`config.mk`:
```
export PLATFORM = sky130hd
export DESIGN_NAME = greedy_full_text_justification_core
export DESIGN_NICKNAME = d
export VERILOG_FILES = /design/src/rtl/gftj_pkg.sv /design/src/rtl/gftj_line_ram.sv /design/src/rtl/gftj_divider.sv /design/src/rtl/greedy_full_text_justification_core.sv
export VERILOG_INCLUDE_DIRS = /design/src /design/src/rtl
export SDC_FILE = /design/constraint.sdc
export NUM_CORES = 1
export LEC_CHECK = 0
export BUFFER_PORTS_ARGS = -buffer_cell sky130_fd_sc_hd__buf_4
export CAP_MARGIN = 5
export CORE_UTILIZATION = 35
export CTS_BUF_LIST = sky130_fd_sc_hd__clkbuf_2
export CTS_CLUSTER_DIAMETER = 200
export DETAILED_ROUTE_END_ITERATION = 10
export GPL_ROUTABILITY_DRIVEN = 1
export PLACE_DENSITY_LB_ADDON = 0.25
export SYNTH_ARGS = -nofsm -noshare
export SYNTH_HDL_FRONTEND = slang
export SYNTH_SLANG_ARGS = --single-unit
export TNS_END_PERCENT = 50
```
`constraint.sdc`:
```
create_clock -name clk -period 5.3 [get_ports clk]
set_input_delay 0.265 -clock clk [delete_from_list [all_inputs] [get_ports clk]]
set_output_delay 0.265 -clock clk [all_outputs]
set_load 0.03 [all_outputs]
```
`src/rtl/greedy_full_text_justification_core_macros.svh`:
```
// Assertion macros for the greedy text justification core.
// Used by the top level; depends on nothing else.
`ifndef GREEDY_FULL_TEXT_JUSTIFICATION_CORE_MACROS_SVH
`define GREEDY_FULL_TEXT_JUSTIFICATION_CORE_MACROS_SVH

// Same-cycle implication, disabled while reset is asserted
`define GFTJ_ASSERT_IMP(label, clk, rst_n, ante, cons, msg) \
    label: assert property (@(posedge clk) disable iff (!rst_n) (ante) |-> (cons)) \
        else $error(msg);

// Next-cycle implication, disabled while reset is asserted
`define GFTJ_ASSERT_NXT(label, clk, rst_n, ante, cons, msg) \
    label: assert property (@(posedge clk) disable iff (!rst_n) (ante) |=> (cons)) \
        else $error(msg);

`endif

```
`src/rtl/gftj_pkg.sv`:
```
// Shared constants and interface structs of the greedy text justification core.
// No dependencies; used by the line RAM, the divider and the top level.
package gftj_pkg;

    localparam int MAX_WIDTH   = 64;
    localparam int MAX_WORDS   = 32;
    localparam int LEN_W       = 7;
    localparam int SPACE_W     = 6;
    localparam int IDX_W       = $clog2(MAX_WORDS);
    localparam int CNT_W       = $clog2(MAX_WORDS + 1);
    localparam int DIVD_W      = LEN_W;
    localparam int DIVR_W      = IDX_W;
    localparam int DIV_CNT_W   = $clog2(DIVD_W);
    localparam int IN_TDATA_W  = 8;
    localparam int OUT_TDATA_W = 16;
    localparam int OUT_TUSER_W = 2;

    // Line buffer write port
    typedef struct packed {
        logic             en;
        logic [IDX_W-1:0] addr;
        logic [LEN_W-1:0] data;
    } ram_wr_t;

    // Line buffer read port
    typedef struct packed {
        logic             en;
        logic [IDX_W-1:0] addr;
    } ram_rd_t;

    // Divider request
    typedef struct packed {
        logic              start;
        logic [DIVD_W-1:0] dividend;
        logic [DIVR_W-1:0] divisor;
    } div_req_t;

    // Divider response, quotient and remainder held until the next start
    typedef struct packed {
        logic              done;
        logic [DIVD_W-1:0] quotient;
        logic [DIVR_W-1:0] remainder;
    } div_rsp_t;

endpackage

```
`src/rtl/gftj_line_ram.sv`:
```
// Line buffer: one synchronous RAM holding the word lengths of the open line.
// Depends on gftj_pkg; one write and one read port, read data registered.
module gftj_line_ram (
    input  logic                       clk,
    input  gftj_pkg::ram_wr_t          wr,
    input  gftj_pkg::ram_rd_t          rd,
    output logic [gftj_pkg::LEN_W-1:0] rd_data
);

    logic [gftj_pkg::LEN_W-1:0] mem [gftj_pkg::MAX_WORDS];

    // Write one entry
    always_ff @(posedge clk)
    begin
        if (wr.en)
        begin
            mem[wr.addr] <= wr.data;
        end
    end

    // Read one entry, hold the data between reads
    always_ff @(posedge clk)
    begin
        if (rd.en)
        begin
            rd_data <= mem[rd.addr];
        end
    end

endmodule

```
`src/rtl/gftj_divider.sv`:
```
// Restoring divider, one quotient bit per cycle, for the gap spacing of a line.
// Depends on gftj_pkg for widths and the request and response structs.
module gftj_divider (
    input  logic               clk,
    input  logic               rst_n,
    input  gftj_pkg::div_req_t req,
    output gftj_pkg::div_rsp_t rsp
);

    logic                             busy_reg, busy_next;
    logic                             done_reg, done_next;
    logic [gftj_pkg::DIV_CNT_W-1:0]   cnt_reg, cnt_next;
    logic [gftj_pkg::DIVR_W-1:0]      rem_reg, rem_next;
    logic [gftj_pkg::DIVD_W-1:0]      quo_reg, quo_next;
    logic [gftj_pkg::DIVR_W-1:0]      dsr_reg, dsr_next;
    logic [gftj_pkg::DIVR_W:0]        trial;
    logic                             take;

    // Shift in the next dividend bit and try a subtract
    always_comb
    begin
        trial     = {rem_reg, quo_reg[gftj_pkg::DIVD_W-1]};
        take      = trial >= {1'b0, dsr_reg};
        busy_next = busy_reg;
        done_next = 1'b0;
        cnt_next  = cnt_reg;
        rem_next  = rem_reg;
        quo_next  = quo_reg;
        dsr_next  = dsr_reg;
        if (req.start)
        begin
            busy_next = 1'b1;
            cnt_next  = '0;
            rem_next  = '0;
            quo_next  = req.dividend;
            dsr_next  = req.divisor;
        end
        else if (busy_reg)
        begin
            rem_next = take ? gftj_pkg::DIVR_W'(trial - {1'b0, dsr_reg})
                            : trial[gftj_pkg::DIVR_W-1:0];
            quo_next = {quo_reg[gftj_pkg::DIVD_W-2:0], take};
            cnt_next = cnt_reg + gftj_pkg::DIV_CNT_W'(1);
            if (cnt_reg == gftj_pkg::DIV_CNT_W'(gftj_pkg::DIVD_W - 1))
            begin
                busy_next = 1'b0;
                done_next = 1'b1;
            end
        end
    end

    // Hold control and datapath registers
    always_ff @(posedge clk or negedge rst_n)
    begin
        if (!rst_n)
        begin
            busy_reg <= 1'b0;
            done_reg <= 1'b0;
            cnt_reg  <= '0;
            rem_reg  <= '0;
            quo_reg  <= '0;
            dsr_reg  <= '0;
        end
        else
        begin
            busy_reg <= busy_next;
            done_reg <= done_next;
            cnt_reg  <= cnt_next;
            rem_reg  <= rem_next;
            quo_reg  <= quo_next;
            dsr_reg  <= dsr_next;
        end
    end

    assign rsp.done      = done_reg;
    assign rsp.quotient  = quo_reg;
    assign rsp.remainder = rem_reg;

endmodule

```
`src/rtl/greedy_full_text_justification_core.sv`:
```
// Greedy full text justification core: usage summary and top level.
//
// Input stream: one transaction per word. s_axis_tdata carries the word
// length, s_axis_tlast marks the last word of the text and flushes the line.
// Output stream: one transaction per placed word with its length, the blanks
// after it, and flags for line end and overlong word; m_axis_tlast marks the
// last placement caused by one input word.
// Config channel: cfg_data writes the line width, taken in any cycle; write
// it only while no word is in flight.
// Sequence: a word that only extends the open line passes through the idle
// and decide states. Closing a line of n >= 2 words runs the gap division,
// then reads and places each word in turn, paced by the single read port of
// the line buffer RAM, and then opens the new line or places an overlong
// word; a final flush or a one-word line skips the division. After it, the
// first word is read from the RAM and then loaded into the output register.
// Reset clears the open line and sets the width to 64; the line buffer RAM
// needs no clearing. When the receiver stalls, the result waits in the output
// register and the core holds its sequence; the next word is taken once the
// core is back in its idle state, even with a result still waiting.
`include "greedy_full_text_justification_core_macros.svh"

module greedy_full_text_justification_core (
    input  logic                                    clk,
    input  logic                                    rst_n,
    // Line width register write
    input  logic                                    cfg_valid,
    output logic                                    cfg_ready,
    input  logic [gftj_pkg::LEN_W-1:0]              cfg_data,
    // Word stream in
    input  logic                                    s_axis_tvalid,
    output logic                                    s_axis_tready,
    input  logic [gftj_pkg::IN_TDATA_W-1:0]         s_axis_tdata,  // word_length[6:0]
    input  logic                                    s_axis_tlast,  // final_word
    // Placement stream out
    output logic                                    m_axis_tvalid,
    input  logic                                    m_axis_tready,
    output logic [gftj_pkg::OUT_TDATA_W-1:0]        m_axis_tdata,  // placed_length[6:0],
                                                                   // spaces_after[12:7]
    output logic [gftj_pkg::OUT_TUSER_W-1:0]        m_axis_tuser,  // line_end[0],
                                                                   // overlong[1]
    output logic                                    m_axis_tlast   // run_last
);

    typedef enum logic [2:0] {
        S_IDLE,
        S_DECIDE,
        S_DIV,
        S_EMIT_RD,
        S_EMIT_WR,
        S_OVL,
        S_APPEND
    } state_t;

    typedef enum logic {
        MODE_CLOSE,
        MODE_FLUSH
    } mode_t;

    typedef enum logic {
        AFTER_OVL,
        AFTER_APPEND
    } after_t;

    state_t                          state_reg, state_next;
    mode_t                           mode_reg, mode_next;
    after_t                          after_reg, after_next;
    logic [gftj_pkg::LEN_W-1:0]      width_reg, width_next;
    logic [gftj_pkg::CNT_W-1:0]      n_reg, n_next;
    logic [gftj_pkg::LEN_W-1:0]      used_reg, used_next;
    logic [gftj_pkg::LEN_W-1:0]      len_reg, len_next;
    logic                            fin_reg, fin_next;
    logic [gftj_pkg::IDX_W-1:0]      idx_reg, idx_next;
    logic [gftj_pkg::IDX_W-1:0]      last_reg, last_next;
    logic                            out_valid_reg, out_valid_next;
    logic [gftj_pkg::LEN_W-1:0]      out_len_reg, out_len_next;
    logic [gftj_pkg::SPACE_W-1:0]    out_space_reg, out_space_next;
    logic                            out_end_reg, out_end_next;
    logic                            out_ovl_reg, out_ovl_next;
    logic                            out_last_reg, out_last_next;

    logic [gftj_pkg::LEN_W-1:0]      wc;
    logic [gftj_pkg::LEN_W-1:0]      in_len;
    logic                            ovl_word;
    logic [gftj_pkg::LEN_W:0]        fit_sum;
    logic                            fits;
    logic [gftj_pkg::CNT_W-1:0]      n_minus1;
    logic [gftj_pkg::IDX_W-1:0]      gaps;
    logic [gftj_pkg::LEN_W-1:0]      sum_len;
    logic [gftj_pkg::LEN_W-1:0]      total_raw;
    logic [gftj_pkg::LEN_W-1:0]      total;
    logic [gftj_pkg::LEN_W-1:0]      pad_single;
    logic [gftj_pkg::LEN_W-1:0]      pad_final;
    logic [gftj_pkg::LEN_W-1:0]      space_gap;
    logic                            at_last;
    logic                            can_load;

    gftj_pkg::ram_wr_t               ram_wr;
    gftj_pkg::ram_rd_t               ram_rd;
    logic [gftj_pkg::LEN_W-1:0]      ram_rd_data;
    gftj_pkg::div_req_t              div_req;
    gftj_pkg::div_rsp_t              div_rsp;

    gftj_line_ram u_line_ram (
        .clk     (clk),
        .wr      (ram_wr),
        .rd      (ram_rd),
        .rd_data (ram_rd_data)
    );

    gftj_divider u_divider (
        .clk   (clk),
        .rst_n (rst_n),
        .req   (div_req),
        .rsp   (div_rsp)
    );

    // Clamp the width register and the incoming length to their legal ranges
    always_comb
    begin
        if (width_reg == '0)
        begin
            wc = gftj_pkg::LEN_W'(1);
        end
        else if (width_reg > gftj_pkg::LEN_W'(gftj_pkg::MAX_WIDTH))
        begin
            wc = gftj_pkg::LEN_W'(gftj_pkg::MAX_WIDTH);
        end
        else
        begin
            wc = width_reg;
        end
        in_len = s_axis_tdata[gftj_pkg::LEN_W-1:0];
        if (in_len == '0)
        begin
            in_len = gftj_pkg::LEN_W'(1);
        end
    end

    // Fit test and gap spacing for the open line
    always_comb
    begin
        ovl_word  = len_reg > wc;
        fit_sum   = {1'b0, used_reg} + (gftj_pkg::LEN_W + 1)'(1) + {1'b0, len_reg};
        fits      = (n_reg == '0) ||
                    ((n_reg < gftj_pkg::CNT_W'(gftj_pkg::MAX_WORDS)) &&
                     (fit_sum <= {1'b0, wc}));
        n_minus1  = n_reg - gftj_pkg::CNT_W'(1);
        gaps      = n_minus1[gftj_pkg::IDX_W-1:0];
        sum_len   = (used_reg > gftj_pkg::LEN_W'(gaps)) ? used_reg - gftj_pkg::LEN_W'(gaps)
                                                        : '0;
        total_raw = (wc > sum_len) ? wc - sum_len : '0;
        total     = (total_raw < gftj_pkg::LEN_W'(gaps)) ? gftj_pkg::LEN_W'(gaps) : total_raw;
    end

    // Spacing of the word coming out of the line buffer
    always_comb
    begin
        pad_single = (wc > ram_rd_data) ? wc - ram_rd_data : '0;
        pad_final  = (wc > used_reg) ? wc - used_reg : '0;
        space_gap  = div_rsp.quotient +
                     gftj_pkg::LEN_W'(idx_reg < div_rsp.remainder);
        at_last    = idx_reg == last_reg;
        can_load   = !out_valid_reg || m_axis_tready;
    end

    // Line buffer and divider requests
    always_comb
    begin
        ram_wr.en   = ((state_reg == S_DECIDE) && !ovl_word && fits) ||
                      (state_reg == S_APPEND);
        ram_wr.addr = n_reg[gftj_pkg::IDX_W-1:0];
        ram_wr.data = len_reg;
        ram_rd.en   = state_reg == S_EMIT_RD;
        ram_rd.addr = idx_reg;
        div_req.start    = (state_reg == S_DECIDE) && (ovl_word || !fits) &&
                           (n_reg >= gftj_pkg::CNT_W'(2));
        div_req.dividend = total;
        div_req.divisor  = gaps;
    end

    // Sequence one word: decide, close or flush, place an overlong word, append
    always_comb
    begin
        state_next     = state_reg;
        mode_next      = mode_reg;
        after_next     = after_reg;
        width_next     = cfg_valid ? cfg_data : width_reg;
        n_next         = n_reg;
        used_next      = used_reg;
        len_next       = len_reg;
        fin_next       = fin_reg;
        idx_next       = idx_reg;
        last_next      = last_reg;
        out_valid_next = out_valid_reg && !m_axis_tready;
        out_len_next   = out_len_reg;
        out_space_next = out_space_reg;
        out_end_next   = out_end_reg;
        out_ovl_next   = out_ovl_reg;
        out_last_next  = out_last_reg;

        unique case (state_reg)
            S_IDLE:
            begin
                if (s_axis_tvalid)
                begin
                    len_next   = in_len;
                    fin_next   = s_axis_tlast;
                    state_next = S_DECIDE;
                end
            end
            S_DECIDE:
            begin
                if (ovl_word || !fits)
                begin
                    mode_next  = MODE_CLOSE;
                    after_next = ovl_word ? AFTER_OVL : AFTER_APPEND;
                    idx_next   = '0;
                    last_next  = gaps;
                    if (ovl_word && (n_reg == '0))
                    begin
                        state_next = S_OVL;
                    end
                    else if (n_reg >= gftj_pkg::CNT_W'(2))
                    begin
                        state_next = S_DIV;
                    end
                    else
                    begin
                        state_next = S_EMIT_RD;
                    end
                end
                else
                begin
                    // Append to the open line
                    n_next    = n_reg + gftj_pkg::CNT_W'(1);
                    used_next = (n_reg == '0) ? len_reg : fit_sum[gftj_pkg::LEN_W-1:0];
                    if (fin_reg)
                    begin
                        mode_next  = MODE_FLUSH;
                        idx_next   = '0;
                        last_next  = n_reg[gftj_pkg::IDX_W-1:0];
                        state_next = S_EMIT_RD;
                    end
                    else
                    begin
                        state_next = S_IDLE;
                    end
                end
            end
            S_DIV:
            begin
                if (div_rsp.done)
                begin
                    state_next = S_EMIT_RD;
                end
            end
            S_EMIT_RD:
            begin
                state_next = S_EMIT_WR;
            end
            S_EMIT_WR:
            begin
                if (can_load)
                begin
                    out_valid_next = 1'b1;
                    out_len_next   = ram_rd_data;
                    out_end_next   = at_last;
                    out_ovl_next   = 1'b0;
                    out_last_next  = at_last && ((mode_reg == MODE_FLUSH) ||
                                     ((after_reg == AFTER_APPEND) && !fin_reg));
                    if (mode_reg == MODE_FLUSH)
                    begin
                        out_space_next = at_last ? pad_final[gftj_pkg::SPACE_W-1:0]
                                                 : gftj_pkg::SPACE_W'(1);
                    end
                    else if (at_last)
                    begin
                        out_space_next = (last_reg == '0) ? pad_single[gftj_pkg::SPACE_W-1:0]
                                                          : '0;
                    end
                    else
                    begin
                        out_space_next = space_gap[gftj_pkg::SPACE_W-1:0];
                    end
                    if (at_last)
                    begin
                        n_next    = '0;
                        used_next = '0;
                        if (mode_reg == MODE_FLUSH)
                        begin
                            state_next = S_IDLE;
                        end
                        else if (after_reg == AFTER_OVL)
                        begin
                            state_next = S_OVL;
                        end
                        else
                        begin
                            state_next = S_APPEND;
                        end
                    end
                    else
                    begin
                        idx_next   = idx_reg + gftj_pkg::IDX_W'(1);
                        state_next = S_EMIT_RD;
                    end
                end
            end
            S_OVL:
            begin
                if (can_load)
                begin
                    out_valid_next = 1'b1;
                    out_len_next   = len_reg;
                    out_space_next = '0;
                    out_end_next   = 1'b1;
                    out_ovl_next   = 1'b1;
                    out_last_next  = 1'b1;
                    state_next     = S_IDLE;
                end
            end
            S_APPEND:
            begin
                // Start a new line with the word that did not fit
                n_next    = gftj_pkg::CNT_W'(1);
                used_next = len_reg;
                if (fin_reg)
                begin
                    mode_next  = MODE_FLUSH;
                    idx_next   = '0;
                    last_next  = '0;
                    state_next = S_EMIT_RD;
                end
                else
                begin
                    state_next = S_IDLE;
                end
            end
            default:
            begin
                state_next = S_IDLE;
            end
        endcase
    end

    // Hold state and registered outputs
    always_ff @(posedge clk or negedge rst_n)
    begin
        if (!rst_n)
        begin
            state_reg     <= S_IDLE;
            mode_reg      <= MODE_CLOSE;
            after_reg     <= AFTER_APPEND;
            width_reg     <= gftj_pkg::LEN_W'(gftj_pkg::MAX_WIDTH);
            n_reg         <= '0;
            used_reg      <= '0;
            len_reg       <= '0;
            fin_reg       <= 1'b0;
            idx_reg       <= '0;
            last_reg      <= '0;
            out_valid_reg <= 1'b0;
            out_len_reg   <= '0;
            out_space_reg <= '0;
            out_end_reg   <= 1'b0;
            out_ovl_reg   <= 1'b0;
            out_last_reg  <= 1'b0;
        end
        else
        begin
            state_reg     <= state_next;
            mode_reg      <= mode_next;
            after_reg     <= after_next;
            width_reg     <= width_next;
            n_reg         <= n_next;
            used_reg      <= used_next;
            len_reg       <= len_next;
            fin_reg       <= fin_next;
            idx_reg       <= idx_next;
            last_reg      <= last_next;
            out_valid_reg <= out_valid_next;
            out_len_reg   <= out_len_next;
            out_space_reg <= out_space_next;
            out_end_reg   <= out_end_next;
            out_ovl_reg   <= out_ovl_next;
            out_last_reg  <= out_last_next;
        end
    end

    // Drive the ports
    assign cfg_ready     = 1'b1;
    assign s_axis_tready = state_reg == S_IDLE;
    assign m_axis_tvalid = out_valid_reg;
    assign m_axis_tdata  = {{(gftj_pkg::OUT_TDATA_W - gftj_pkg::LEN_W - gftj_pkg::SPACE_W){1'b0}},
                            out_space_reg, out_len_reg};
    assign m_axis_tuser  = {out_ovl_reg, out_end_reg};
    assign m_axis_tlast  = out_last_reg;

    // Checks on the sequencer
    `GFTJ_ASSERT_NXT(a_accept_busy, clk, rst_n, s_axis_tvalid && s_axis_tready, !s_axis_tready, "word taken while another is in flight")
    `GFTJ_ASSERT_IMP(a_empty_line, clk, rst_n, n_reg == '0, used_reg == '0, "empty line with nonzero length")
    `GFTJ_ASSERT_IMP(a_overlong_alone, clk, rst_n, m_axis_tvalid && m_axis_tuser[1], m_axis_tuser[0] && m_axis_tlast, "overlong word not alone at end of run")
    `GFTJ_ASSERT_IMP(a_div_done, clk, rst_n, div_rsp.done, state_reg == S_DIV, "division finished outside its wait state")

endmodule
```
# Word-level counts from Yosys, hierarchy flattened
# Memory sizes are Yosys's and may differ from the RTL's. A register that Yosys moved wholly into a read port is not among the register bits.
# Cells that the tools add are included.
# Widths: inputs -> output; s select.
# word_totals
ff_bits	82
output_inout_bits	22
ramBits	224
elab_cells	176
n_memories	1
in_bits	21
# mem_list
name	depth	width	read_ports	rd_ports_with_merged_regs	write_ports	line	rtl
u_line_ram.mem	32	7	1	1	1	gftj_line_ram.sv:10	logic [gftj_pkg::LEN_W-1:0] mem [gftj_pkg::MAX_WORDS];
# classes
muxes	76
magnitude_cmp	12
eq_ne	17
addsub	12
reduce_logical	36
# op_table
operator	count
$mux 7	14
$mux 6	11
$mux 5	10
$mux 3	10
$gt 7x7->1	4
$pmux 3 s7	1
$pmux 7 s3	1
$mux 1	18
$pmux 6 s3	1
$pmux 5 s3	1
$logic_not 7->1	2
$ne 2x2->1 const B	7
$pmux 7 s2	1
$eq 3x3->1 const B	4
$pmux 6 s2	1
$sub 6x6->6	2
$pmux 5 s2	1
$logic_and 1x1->1	9
$reduce_and 3->1	3
$add 7x1->8 const B	1
$add 8x7->8	1
$le 8x7->1	1
$pmux 1 s2	4
$reduce_and 4->1	2
other kinds (30)	43

# Depth between registers and ports, before layout
# depth
depth_word	11
mapped_depth	24
ltp_nobuf	24

# Hierarchy
# Synthesis repeated with hierarchy kept, for this count alone.
# hier_totals
hier_cells	1083
area_unflattened_um2	15387.3
# modules_own_cells
mod	instances	cells_per_inst	seq_area_each_um2	area_per_inst_um2
gftj_line_ram	1	370	6936.7	8903.5
greedy_full_text_justification_core	1	592	1503.9	5245.0
gftj_divider	1	121	550.5	1238.7

# Least setup slack after synthesis
# Ideal clock, no wire load.
# synth_path
path_kind	register to register
start	register n_reg[0] (netlist bit)
end	register u_divider.quo_reg[0] (netlist bit)
t_required_ps	5218
arrival_time_ps	5381
n_path_buf	0
setup_ps	82
setup_slack_ps	-163
period_less_slack_ps	5463
stages_incl_launch_ff	25
cell_sequence	dfrtp_1 -> inv_1 -> ha_1 -> ha_1 -> nor2b_1 -> o21ai_0 -> a32oi_1 -> maj3_1 -> maj3_1 -> or3_1 -> nand2_1 -> ha_1 -> nor2b_1 -> o211ai_1 -> a32oi_1 -> and2_0 -> and2_1 -> ha_1 -> nand4_1 -> o21ai_0 -> a31oi_1 -> a21boi_0 -> o31a_1 -> or3b_2 -> a31oi_1
# synth_lines
element	line	rtl
from (decl)	greedy_full_text_justification_core.sv:68	logic [gftj_pkg::CNT_W-1:0] n_reg, n_next;
from (signal assigned)	greedy_full_text_justification_core.sv:374	n_reg <= n_next;
to (signal assigned)	gftj_divider.sv:70	quo_reg <= quo_next;
to (decl)	gftj_divider.sv:14	logic [gftj_pkg::DIVD_W-1:0] quo_reg, quo_next;

==> results.ini <==
[global_routing]
grtUsageTotal_pct=17.6
grt_pass1_wl_microns=59200
grt-ovfl-total=0
antenna_found_initial=2
first_global_vias=10200
grt_max_degree=44

[floorplanning]
die_w_microns=212
initial_utilization_pct=35.6
fp-row-count=76
core_region_area_sq_um=43300
die-area_sq_um=44900
top_level_ports=43
die_y_microns=212

[final_layout]
stdcell_area_sq_um=17800
multi_input_area_sq_um=6080
largest_reg_flops=224
finish.net_count=1377
post_route_cells_drive_above_1_share_pct=26.3
layout.area.seq_sq_um=9000
largest-register=u_line_ram.mem
area_growth_pct=15.3
fill_cells=4101

[timing]
timing.final.setup_violations=0
final_hold_viol_count=0
finalClockSkew_ns=0.0990
fmax_mhz=195
final_critical_path_setup_slack_ns=0.162
post_route_worst_hold_slack_ns=0.154
tightest_slew_ns=1.01
fin_crit_sh_pct=96.9
max_slew_headroom_pct=32.3
maxSlewViolCount=0
timing.final.crit_period_ns=5.14

[logic_synthesis]
mappedNetlistArea_sq_um=15400
yosysWarningCount=0
yosys.cell_count.top_type=sky130_fd_sc_hd__edfxtp_1
asyncSetResetFlopFracSynth_pct=26.2
synth.top_cells.by_count=231 x sky130_fd_sc_hd__edfxtp_1, 84 x sky130_fd_sc_hd__nor2_1, 80 x sky130_fd_sc_hd__dfrtp_1, 70 x sky130_fd_sc_hd__mux4_2, 70 x sky130_fd_sc_hd__nand2_1
avg_synthesized_cell_area_sq_um=13.7
synth.top_cells.by_area=sky130_fd_sc_hd__edfxtp_1 45%, sky130_fd_sc_hd__dfrtp_1 13%, sky130_fd_sc_hd__mux4_2 10%
synth.lib_cells_used.distinct=72
synth.yosys.seq_area_share_pct=58.4
postSynth.topFlopCell=sky130_fd_sc_hd__edfxtp_1
synth-edff-count=231
share_of_the_synthesized_area_in_the_top_cell_type_pct=45.0
synth-seq-cells=313
synthesis.instances=1125
synthDominantAreaCellType=sky130_fd_sc_hd__edfxtp_1

[clock_network]
cts_max_path_buffers=3
clock_tree_from_tritoncts=done
cts.clk_slew.worst_paths_ns=0.10
clk_root_buffer_cell=sky130_fd_sc_hd__clkbuf_2
clock_insertion_delay_worst_skew_ns=0.95
htree_levels=3
cts.sink_count=313
cts_buffer_count=85

[setup_path]
timing.critical_path.slowest_cell_delay_ns=0.44
required_ns=6.13
cp_cell_sequence=inv_4 > ha_4 > ha_1 > nor2b_1 > o21ai_1 > a32oi_1 > maj3_2 > maj3_2 > or3_4 > nand2_2 > ha_1 > nor2b_2 > o211ai_1 > a32oi_2 > buf_4 > and3_1 > ha_1 > nand4_1 > o21ai_1 > a31oi_1 > a21boi_2 > o31a_1 > or3b_4 > a31oi_1
critical_path.max_fanout=4
critPathCaptureType=flop
startpoint_type=flop
crit_path_top_delay_cell=sky130_fd_sc_hd__dfrtp_2
arrival_ns=5.97
crit_top_cell=sky130_fd_sc_hd__ha_1
criticalPathCategory=flop to flop

[placed_design]
finalWeightedCongestion=0.885
detailedPlacementHpwl_microns=25800
port-buffer-count=37
post_dp_cell_area_sq_um=16600
detailedPlace.worstSlack_ns=-0.166

[route]
route.detailed.drc=0
ant_nets=0
dr.pass1.iters=5
post_drt_via_cell_ratio=5.12
dr_total_vias=9910
wire_per_inst_microns=19.8
routed_wl_microns=38300
detail_route.iter0.violations=836

[job]
max_cap_viol_count=0

[status]
status=completed

[pwr]
totalPowerFinal_mw=11.5
cellLeakagePower_nw=6.68
power.ir.vdd_worst_mv=0.409
cellPowerDensity_nw_per_um2=647

[worst_hold_path]
min_path_type=input port to flop

[cell type report]
class                      count  area share [%]
timing repair buffer         120            5.55
antenna                        1          0.0141
tap                          585            4.12
sequential                   313            50.6
clock inverter                35           0.852
multi-input combinational    703            34.2
inverter                      59            1.26
clock buffer                 118            3.32
[per-stage QoR]
step           instances  util [%]   TNS, ns
6_report            1934      41.1         0
5_1_grt             1934      41.1  -0.00515
4_1_cts             1929      40.8         0
3_5_place_dp        1746      38.4    -0.675
3_3_place_gp        1746      38.4    -0.360
2_1_floorplan       1127         -         0
[metal layers]
layer	vias to the layer above	share of wire, %	GRT usage, %
li1	4642	-	-
met1	4934	47	24.7
met2	273	46	26.9
met3	61	5.1	3.44
met4	0	2.1	6.47
met5	-	0	0
[critical path, delay by kind of cell (launching register included)]
kind            cells  cell delay (ns)
simple gates        7             1.40
buf+inv             2             0.24
fa+ha+maj           6             1.62
compound gates      9             1.33
flops               1             0.44
[what timing repair did]
| item | in CTS | in global routing |
|---|---|---|
| hold endpoints to repair | 102 | 0 |
| resized for setup | 5 | 26 |
| hold buffers | 30 | 0 |
| pin swaps | 0 | 15 |
| buffers inserted | 0 | 4 |
| setup endpoints to repair | 5 | 5 |
[cell families (layout without fill, tap and decap cells)]
logic type | count (synthesis) | after routing | share of synthesized area, %
AO/OA/AOI/OAI | 210 | 210 | 8.88
XOR/XNOR | 39 | 39 | 2.22
adder cells (fa/ha/maj) | 80 | 80 | 6.69
buffers and inverters | 111 | 332 | 2.92
flip-flops | 313 | 313 | 58.4
multiplexers | 103 | 103 | 12.5
other | 2 | 5 | 0.0487
AND/OR/NAND/NOR | 267 | 267 | 8.34
[report_power, final]
part	total (mW)	internal (mW)	switching, mW
Sequential	3.67	3.25	0.423
Combinational	6.20	2.77	3.44
Clock	1.63	0.612	1.02
Total	11.5	6.62	4.88
[cells in the final DEF, fill, tap and decap left out, types with 11 or more instances in the layout]
master | Yosys | final
sky130_fd_sc_hd__a211oi_1 | 14 | 13
sky130_fd_sc_hd__a21o_1 | 14 | 14
sky130_fd_sc_hd__a21oi_1 | 41 | 38
sky130_fd_sc_hd__buf_4 | 6 | 90
sky130_fd_sc_hd__clkbuf_2 | 2 | 118
sky130_fd_sc_hd__clkinv_1 | 1 | 27
sky130_fd_sc_hd__dfrtp_1 | 80 | 77
sky130_fd_sc_hd__dlygate4sd3_1 | 0 | 29
sky130_fd_sc_hd__edfxtp_1 | 231 | 231
sky130_fd_sc_hd__ha_1 | 68 | 63
sky130_fd_sc_hd__inv_1 | 58 | 56
sky130_fd_sc_hd__mux2_2 | 21 | 21
sky130_fd_sc_hd__mux2i_1 | 12 | 12
sky130_fd_sc_hd__mux4_2 | 70 | 70
sky130_fd_sc_hd__nand2_1 | 70 | 68
sky130_fd_sc_hd__nand3_1 | 20 | 20
sky130_fd_sc_hd__nor2_1 | 84 | 83
sky130_fd_sc_hd__nor2b_1 | 19 | 18
sky130_fd_sc_hd__o21a_1 | 11 | 11
sky130_fd_sc_hd__o21ai_0 | 55 | 51
sky130_fd_sc_hd__xnor2_1 | 19 | 18
sky130_fd_sc_hd__xor2_1 | 20 | 20
[path summary, 6_finish.rpt]
check / start / to / slack [ns] / depth (start not counted)
worst max-delay path: n_reg[0] / u_divider.quo_reg[0] / 0.16 / 24
worst min-delay path: cfg_valid / width_reg[6] / 0.15 / 3
worst max register to register: n_reg[0] / u_divider.quo_reg[0] / 0.16 / 24
worst min register to register: out_len_reg[1] / out_len_reg[1] / 0.48 / 2
max in group asynchronous: rst_n / len_reg[0] / 4.26 / 4
min in group asynchronous: rst_n / u_divider.rem_reg[3] / 0.39 / 4
No activity file was read; power rests on OpenSTA's default activity.
